**src/hdl/prwa_pkg.sv**
```systemverilog
// Shared types and constants for the peer registry with aging.
package prwa_pkg;

  // Index and count fields are sized for the largest supported table (256 entries).
  localparam int IDX_W = 8;
  localparam int CNT_W = 9;
  localparam logic [15:0] PERIOD_RESET = 16'd60;

  typedef enum logic [2:0] {
    ST_UPDATED = 3'd0,
    ST_ADDED   = 3'd1,
    ST_FULL    = 3'd2,
    ST_IGNORED = 3'd3,
    ST_TICK    = 3'd4
  } status_t;

  typedef enum logic {
    OP_HEARTBEAT = 1'b0,
    OP_TICK      = 1'b1
  } op_t;

  typedef struct packed {
    op_t         operation;
    logic        fields_valid;
    logic [15:0] peer_port;
    logic [9:0]  interval_minutes;
  } in_item_t;

  typedef struct packed {
    status_t    status;
    logic [3:0] slot;
    logic [4:0] removed_count;
    logic [4:0] live_count;
  } out_item_t;

  // Scan token handed from cell to cell, one cell per cycle.
  typedef struct packed {
    logic             active;
    logic             sweep;
    logic [15:0]      port;
    logic             hit;
    logic [IDX_W-1:0] hit_idx;
    logic             free;
    logic [IDX_W-1:0] free_idx;
    logic [CNT_W-1:0] removed;
  } token_t;

  // Write broadcast to the cells at the end of a lookup.
  typedef struct packed {
    logic             en;
    logic [IDX_W-1:0] idx;
    logic [15:0]      port;
    logic [31:0]      deadline;
  } entry_wr_t;

endpackage

```
**src/hdl/prwa_cell.sv**
```systemverilog
// One table entry of the registry chain: storage, match and expiry check.
module prwa_cell #(
  parameter int CELL_INDEX = 0
) (
  input  logic               clk,
  input  logic               rst,
  input  logic [31:0]        now,
  input  prwa_pkg::entry_wr_t wr,
  input  prwa_pkg::token_t   tok_in,
  output prwa_pkg::token_t   tok_out
);
  import prwa_pkg::*;

  logic        valid;
  logic [15:0] port;
  logic [31:0] deadline;
  logic [31:0] age;
  logic        expired;
  logic        wr_here;
  token_t      tok_next;

  // The entry has expired when now lies strictly after its deadline, wrap-safe.
  assign age     = now - deadline;
  assign expired = valid && (age != 32'd0) && !age[31];
  assign wr_here = wr.en && (wr.idx == IDX_W'(CELL_INDEX));

  always_comb begin
    tok_next = tok_in;
    if (tok_in.active) begin
      if (tok_in.sweep) begin
        if (expired) begin
          tok_next.removed = tok_in.removed + CNT_W'(1);
        end
      end else if (valid) begin
        if (!tok_in.hit && (port == tok_in.port)) begin
          tok_next.hit     = 1'b1;
          tok_next.hit_idx = IDX_W'(CELL_INDEX);
        end
      end else if (!tok_in.free) begin
        tok_next.free     = 1'b1;
        tok_next.free_idx = IDX_W'(CELL_INDEX);
      end
    end
  end

  always_ff @(posedge clk) begin
    if (rst) begin
      valid          <= 1'b0;
      tok_out.active <= 1'b0;
    end else begin
      tok_out <= tok_next;
      if (wr_here) begin
        valid <= 1'b1;
      end else if (tok_in.active && tok_in.sweep && expired) begin
        valid <= 1'b0;
      end
    end
  end

  always_ff @(posedge clk) begin
    if (wr_here) begin
      port     <= wr.port;
      deadline <= wr.deadline;
    end
  end

endmodule

```
**src/hdl/peer_registry_with_aging.sv**
```systemverilog
// Top level of the peer registry with aging: control, seconds clock and cell chain.
// An invalid heartbeat or a tick without a sweep goes from acceptance straight to the
// result hold; a lookup or a sweep walks a token down the chain of TABLE_ENTRIES cells,
// one cell per cycle, and reaches the result hold when the token leaves the last cell.
// Throughput: one item at a time; the next is taken once the result reaches the output
// register. Synchronous reset empties the table, zeroes the clock and loads period 60.
module peer_registry_with_aging #(
  parameter int TABLE_ENTRIES = 16
) (
  input  logic                 clk,
  input  logic                 rst,
  input  logic                 cfg_we,
  input  logic [15:0]          cfg_data,
  input  logic                 in_valid,
  output logic                 in_stall,
  input  prwa_pkg::in_item_t   in_item,
  output logic                 out_valid,
  input  logic                 out_stall,
  output prwa_pkg::out_item_t  out_item
);
  import prwa_pkg::*;

  typedef enum logic [1:0] {
    S_IDLE,
    S_SCAN,
    S_HOLD
  } state_t;

  state_t           state;
  logic [15:0]      period;
  logic [15:0]      to_sweep;
  logic [31:0]      clock_seconds;
  logic [CNT_W-1:0] live;
  logic [16:0]      span;
  out_item_t        res;
  token_t           tok_head;
  token_t           tok [TABLE_ENTRIES+1];
  entry_wr_t        wr;

  logic             accept;
  logic             out_free;
  logic             scan_done;
  logic [10:0]      span_base;
  logic [15:0]      reload;
  token_t           end_tok;

  assign accept    = in_valid && !in_stall;
  assign in_stall  = (state != S_IDLE);
  assign out_free  = !out_valid || !out_stall;
  assign tok[0]    = tok_head;
  assign end_tok   = tok[TABLE_ENTRIES];
  assign scan_done = (state == S_SCAN) && end_tok.active;

  // The lifetime of an entry is (2*interval + 1) minutes; times 60 is 64x - 4x.
  assign span_base = {in_item.interval_minutes, 1'b1};
  assign reload    = (period == 16'd0) ? 16'd1 : period;

  // At the end of a lookup, refresh the hit entry or claim the lowest free slot.
  // The deadline is the current clock plus the stored lifetime.
  always_comb begin
    wr.en       = scan_done && !end_tok.sweep && (end_tok.hit || end_tok.free);
    wr.idx      = end_tok.hit ? end_tok.hit_idx : end_tok.free_idx;
    wr.port     = end_tok.port;
    wr.deadline = clock_seconds + 32'(span);
  end

  // The chain of cells. Each cell registers the token before passing it on, and the token
  // leaves the last cell carrying the match, free slot and removal count.
  for (genvar i = 0; i < TABLE_ENTRIES; i++) begin : g_cell
    prwa_cell #(
      .CELL_INDEX(i)
    ) u_cell (
      .clk    (clk),
      .rst    (rst),
      .now    (clock_seconds),
      .wr     (wr),
      .tok_in (tok[i]),
      .tok_out(tok[i+1])
    );
  end

  always_ff @(posedge clk) begin
    if (rst) begin
      state           <= S_IDLE;
      period          <= PERIOD_RESET;
      to_sweep        <= PERIOD_RESET;
      clock_seconds   <= 32'd0;
      live            <= '0;
      out_valid       <= 1'b0;
      tok_head.active <= 1'b0;
    end else begin
      // A new period only matters at the next reload of the countdown.
      if (cfg_we) begin
        period <= cfg_data;
      end

      // The output register loads the pending result once it is free, and
      // otherwise empties when its item is taken.
      if ((state == S_HOLD) && out_free) begin
        out_valid <= 1'b1;
      end else if (!out_stall) begin
        out_valid <= 1'b0;
      end

      case (state)
        S_IDLE: begin
          if (accept) begin
            tok_head.port     <= in_item.peer_port;
            tok_head.hit      <= 1'b0;
            tok_head.hit_idx  <= '0;
            tok_head.free     <= 1'b0;
            tok_head.free_idx <= '0;
            tok_head.removed  <= '0;
            res.slot          <= 4'd0;
            res.removed_count <= 5'd0;
            res.live_count    <= live[4:0];
            if (in_item.operation == OP_TICK) begin
              clock_seconds <= clock_seconds + 32'd1;
              res.status    <= ST_TICK;
              if (to_sweep <= 16'd1) begin
                // The sweep sees the already advanced clock.
                to_sweep        <= reload;
                tok_head.active <= 1'b1;
                tok_head.sweep  <= 1'b1;
                state           <= S_SCAN;
              end else begin
                to_sweep        <= to_sweep - 16'd1;
                tok_head.active <= 1'b0;
                tok_head.sweep  <= 1'b0;
                state           <= S_HOLD;
              end
            end else if (!in_item.fields_valid) begin
              res.status      <= ST_IGNORED;
              tok_head.active <= 1'b0;
              tok_head.sweep  <= 1'b0;
              state           <= S_HOLD;
            end else begin
              span            <= 17'({span_base, 6'b0}) - 17'({span_base, 2'b0});
              tok_head.active <= 1'b1;
              tok_head.sweep  <= 1'b0;
              state           <= S_SCAN;
            end
          end else begin
            tok_head.active <= 1'b0;
          end
        end
        S_SCAN: begin
          tok_head.active <= 1'b0;
          if (scan_done) begin
            state <= S_HOLD;
            if (end_tok.sweep) begin
              live              <= live - end_tok.removed;
              res.removed_count <= end_tok.removed[4:0];
              res.live_count    <= 5'(live - end_tok.removed);
            end else if (end_tok.hit) begin
              res.status <= ST_UPDATED;
              res.slot   <= end_tok.hit_idx[3:0];
            end else if (end_tok.free) begin
              live           <= live + CNT_W'(1);
              res.status     <= ST_ADDED;
              res.slot       <= end_tok.free_idx[3:0];
              res.live_count <= 5'(live + CNT_W'(1));
            end else begin
              res.status <= ST_FULL;
            end
          end
        end
        S_HOLD: begin
          tok_head.active <= 1'b0;
          if (out_free) begin
            out_item <= res;
            state    <= S_IDLE;
          end
        end
        default: begin
          tok_head.active <= 1'b0;
          state           <= S_IDLE;
        end
      endcase
    end
  end

  // The table never holds more live entries than it has cells.
  a_live_bound: assert property (@(posedge clk) disable iff (rst)
    live <= CNT_W'(TABLE_ENTRIES))
    else $error("live count exceeds table size");

  // A token only leaves the chain while a scan is in progress.
  a_token_in_scan: assert property (@(posedge clk) disable iff (rst)
    end_tok.active |-> (state == S_SCAN))
    else $error("token left the chain outside a scan");

  // Entries are written only at the end of a lookup, never during a sweep.
  a_write_lookup: assert property (@(posedge clk) disable iff (rst)
    wr.en |-> (scan_done && !end_tok.sweep))
    else $error("entry write outside a finished lookup");

  // Every scan finishes into a pending result on the following cycle.
  a_scan_to_hold: assert property (@(posedge clk) disable iff (rst)
    scan_done |=> (state == S_HOLD))
    else $error("finished scan did not produce a result");

endmodule
```
**config.mk**
```make
export PLATFORM = sky130hd
export DESIGN_NAME = peer_registry_with_aging
export DESIGN_NICKNAME = d
export VERILOG_FILES = /design/src/hdl/prwa_pkg.sv /design/src/hdl/prwa_cell.sv /design/src/hdl/peer_registry_with_aging.sv
export SDC_FILE = /design/constraint.sdc
export NUM_CORES = 2
export LEC_CHECK = 0
export BUFFER_PORTS_ARGS = -buffer_cell sky130_fd_sc_hd__clkbuf_2
export CAP_MARGIN = 40
export CORE_ASPECT_RATIO = 1.25
export CORE_MARGIN = 5
export CORE_UTILIZATION = 58
export DETAILED_ROUTE_END_ITERATION = 6
export PLACE_DENSITY = 0.78
export SETUP_SLACK_MARGIN = 0.02
export SLEW_MARGIN = 20
export SYNTH_ARGS = -nofsm -noshare
export SYNTH_HDL_FRONTEND = slang
export SYNTH_SLANG_ARGS = --single-unit
export TNS_END_PERCENT = 100
```
**constraint.sdc**
```tcl
create_clock -name clk -period 14.7 [get_ports clk]
set_clock_uncertainty 0.15 [all_clocks]
set_input_delay 1.47 -clock clk [delete_from_list [all_inputs] [get_ports clk]]
set_output_delay 1.47 -clock clk [all_outputs]
set_load 0.02 [all_outputs]
```
==> metrics <==
status finished, final reports clean; # nets final 8,454; Finished Layout Cells 9,847; Primary FF master, synth edfxtp_1; max-cap violations 0; cell mode on critical path buf_4; total grt overflow 0; placed cell count 9,562; Post-synth EDFFs 1,305; fin crit period 6.06 ns; gp weighted congestion 0.991; worst hold endpoint out_item[11]; full die area 149,000 sq um; root buffer cell clkbuf_16; Syn Nets 8,310; antenna violations before repair 20; FF-to-FF Start clock_seconds[0]; share of cells above drive strength 1 0.0758; max incr delay on CP 0.53 ns; vias per inst 6.39; Total GRT Usage 0.320; final worst setup slack a little under 9 ns; Arr. time, crit path between 6 and 7 ns; Hold Buf Count CTS 0; worst-path fanout max 20; TritonCTS Buffers roughly 140; # setup viols final 0; Leak 0.0365 uW; Setup TNS 0 ns; initial DRC count just under 7,000; Worst VDD drop 120 uV; CP startpoint kind flop; Final Cycle Share 0.412; Max Clk Rate 165 MHz; mapped cell area 82,100 sq um; asr flop ratio synth 0; hold_ws 0.255 ns; Die X 347 um; CP top delay family simple AND/OR/NAND/NOR gates; Seq cells post-synth 1,410; worst path cell trace buf_4 > inv_1 > buf_4 > ha_1 > fa_1 > nor2b_1 > o31a_1 > o21bai_1 > a211oi_1 > o211ai_1 > nor3b_1 > or4_1 > nor4_1 > o2111ai_1 > nor4_2 > nor2_1 > mux2_1; relative slew slack 0.382; number of synthesis warnings 0; Seq/Total Area, Yosys 0.503; I/O Buffers 67; largest net degree at the start of global routing 139; Max stage delay cell, worst path nor4_2; DR WL/cell 25.1 um; total power 8400 uW; CTS tree yes; Mapped Cells approximately 7,700; clk sink count 1,410; CP bufs+invs 3; Cells on Worst Hold Path 0; largest area contributor in the netlist edfxtp_1; WL final between 200 and 250 mm; floorplan row count 154; dpl hpwl 169 mm; Yosys cell types approximately 100; post-synth top area share 0.477; FF-to-FF End g_cell[11].u_cell.tok_out[1]; synthesis-to-layout area growth 9.98%; pre-CTS setup slack 8.73 ns; core area approximately 140,000 sq um; Hold Vio Cnt, Final 0; Worst Path Required between 15 and 20 ns; Post-CTS Setup Inserts 0; CTS resizes 0; Pre-Repair DR Iteration Count 6; R2R setup slack roughly 8.6 ns; Final ANT Viol Nets 0; PD cells 93.0 nW/um^2; residual DRC count 0; Clock Tree Buf Depth 3; initial core utilization 0.583; H-tree levels 4; Die Y 431 um; RSZ-0062 raised after global routing no; Vias 62,951; vias in the first global route between 60,000 and 70,000; Worst-Margin Slew 0.927 ns; CP Class flop to flop; endpoint class of the critical path flop; Hold Crit Class flop to flop; Worst-Skew Late Latency between 0.8 and 0.9 ns; first-pass GRT wire length 364 mm; Mapped Avg Cell Area roughly 11 sq um; worst reg2reg path depth 17; I/O pin count between 60 and 70; Clock Pin Slew Worst Setup and Hold Paths 0.07 ns; fin. max-slew vios 0; main area contributors after synthesis edfxtp_1, ha_1, xnor2_1; critical hold path startpoint res[11]
==> how the worst max path moves through the flow <==
stage | end | startpoint | cells past startpoint
CTS | g_cell[0].u_cell.deadline[30] | clock_seconds[2] | 16
detailed placement | g_cell[11].u_cell.tok_out[1] | clock_seconds[0] | 17
floorplan | to_sweep[5] | rst | 4
global placement | g_cell[6].u_cell.deadline[24] | clock_seconds[2] | 17
global route | g_cell[3].u_cell.deadline[28] | clock_seconds[2] | 17
finish | g_cell[11].u_cell.tok_out[1] | clock_seconds[0] | 17
==> flip-flops by register name (all words and copies together) (netlist names) <==
signal and cells:
live 5, state 2, to_sweep 16, g_cell.u_cell.port 256, tok 18, res 17, g_cell.u_cell.tok_out 488, out_valid 1
out_item 17, period 16, clock_seconds 32, span 14, g_cell.u_cell.valid 16, g_cell.u_cell.deadline 512
==> area by class of cell <==
class | instances | area [sq um]
diodes | 7 | 17.5
clock buffers | 194 | 3910
clock inverters | 72 | 756
repair buffers | 193 | 1540
fillers | 10821 | 50500
multi-input cells | 5398 | 37800
flip-flops and latches | 1410 | 41300
well taps | 1872 | 2340
inverters | 701 | 2640
==> synth_stat cells, types with 18 or more instances <==
master	count
nor3b_1	30
clkbuf_1	186
inv_1	700
fa_1	19
o211ai_1	75
o21bai_1	63
and4_1	18
nand4_1	168
nand3b_1	19
mux2_2	19
xor2_1	237
nand3_1	181
o21a_1	114
o21ai_0	325
a311oi_1	25
nor2_1	500
or4_1	19
o2111ai_1	44
and3_1	77
a211o_1	23
and2_1	35
a21oi_1	530
nor3_1	149
a2111oi_0	32
o221ai_1	20
a31oi_1	69
nor4_1	103
nand2_1	464
or3_1	48
ha_1	538
o22ai_1	37
a21boi_0	27
o31ai_1	37
dfxtp_1	105
xnor2_1	356
o31a_1	28
nor2b_1	139
or2_2	78
a211oi_1	82
nand2b_1	134
edfxtp_1	1305
mux2i_1	69
a21o_1	192
==> routing by layer <==
metal,GRT usage,up-vias,routed length (um)
li1,-,28924,-
met1,0.418,30223,95500
met2,0.503,3041,110000
met3,0.0547,763,22700
met4,0.197,0,18600
met5,0,-,0
==> cell usage in the layout, fill, tap and decap left out, drive strengths merged, types with 48 or more instances in the layout <==
cell / netlist / routed
a211oi: 83 / 83
a21o: 192 / 192
a21oi: 530 / 530
a31oi: 69 / 69
and3: 77 / 77
buf: 7 / 125
clkbuf: 188 / 262
clkinv: 0 / 48
dfxtp: 105 / 105
edfxtp: 1305 / 1305
ha: 538 / 538
inv: 701 / 711
mux2i: 69 / 69
nand2: 464 / 464
nand2b: 134 / 134
nand3: 181 / 181
nand4: 168 / 168
nor2: 500 / 500
nor2b: 139 / 139
nor3: 152 / 152
nor4: 105 / 105
o211ai: 76 / 76
o21a: 114 / 114
o21ai: 342 / 342
o21bai: 63 / 63
or2: 81 / 81
or3: 48 / 48
xnor2: 356 / 356
xor2: 237 / 237
==> report_power, final <==
group          internal (uW)  total (uW)  switching (uW)  leakage (uW)
Clock                   2020        3640            1620       0.00226
Combinational           89.7         237             147        0.0207
Sequential              4460        4520            66.6        0.0135
Total                   6570        8400            1830        0.0365
==> cells by family (layout without fill, tap and decap cells) <==
kind of cell               count (synthesis)  after routing  synth area share
AOI/OAI and AO/OA                       1943           1943             0.157
muxes                                     94             94            0.0119
and+or+nand+nor                         2211           2211             0.137
other                                      0              7                 0
xor gates and xnor gates                 593            593            0.0632
adders and majority gates                557            557            0.0866
DFF                                     1410           1410             0.503
buffers and inverters                    896           1160            0.0410
==> through the flow <==
| step | cell area (sq um) | utilization |
|---|---|---|
| 6_report | 90300 | 0.641 |
| 5_1_grt | 90300 | 0.641 |
| 4_1_cts | 90100 | 0.640 |
| 3_5_place_dp | 85500 | 0.607 |
| 3_3_place_gp | 85200 | 0.605 |
| 2_1_floorplan | 82100 | - |
Note: power is estimated with default switching activity, not from simulation.
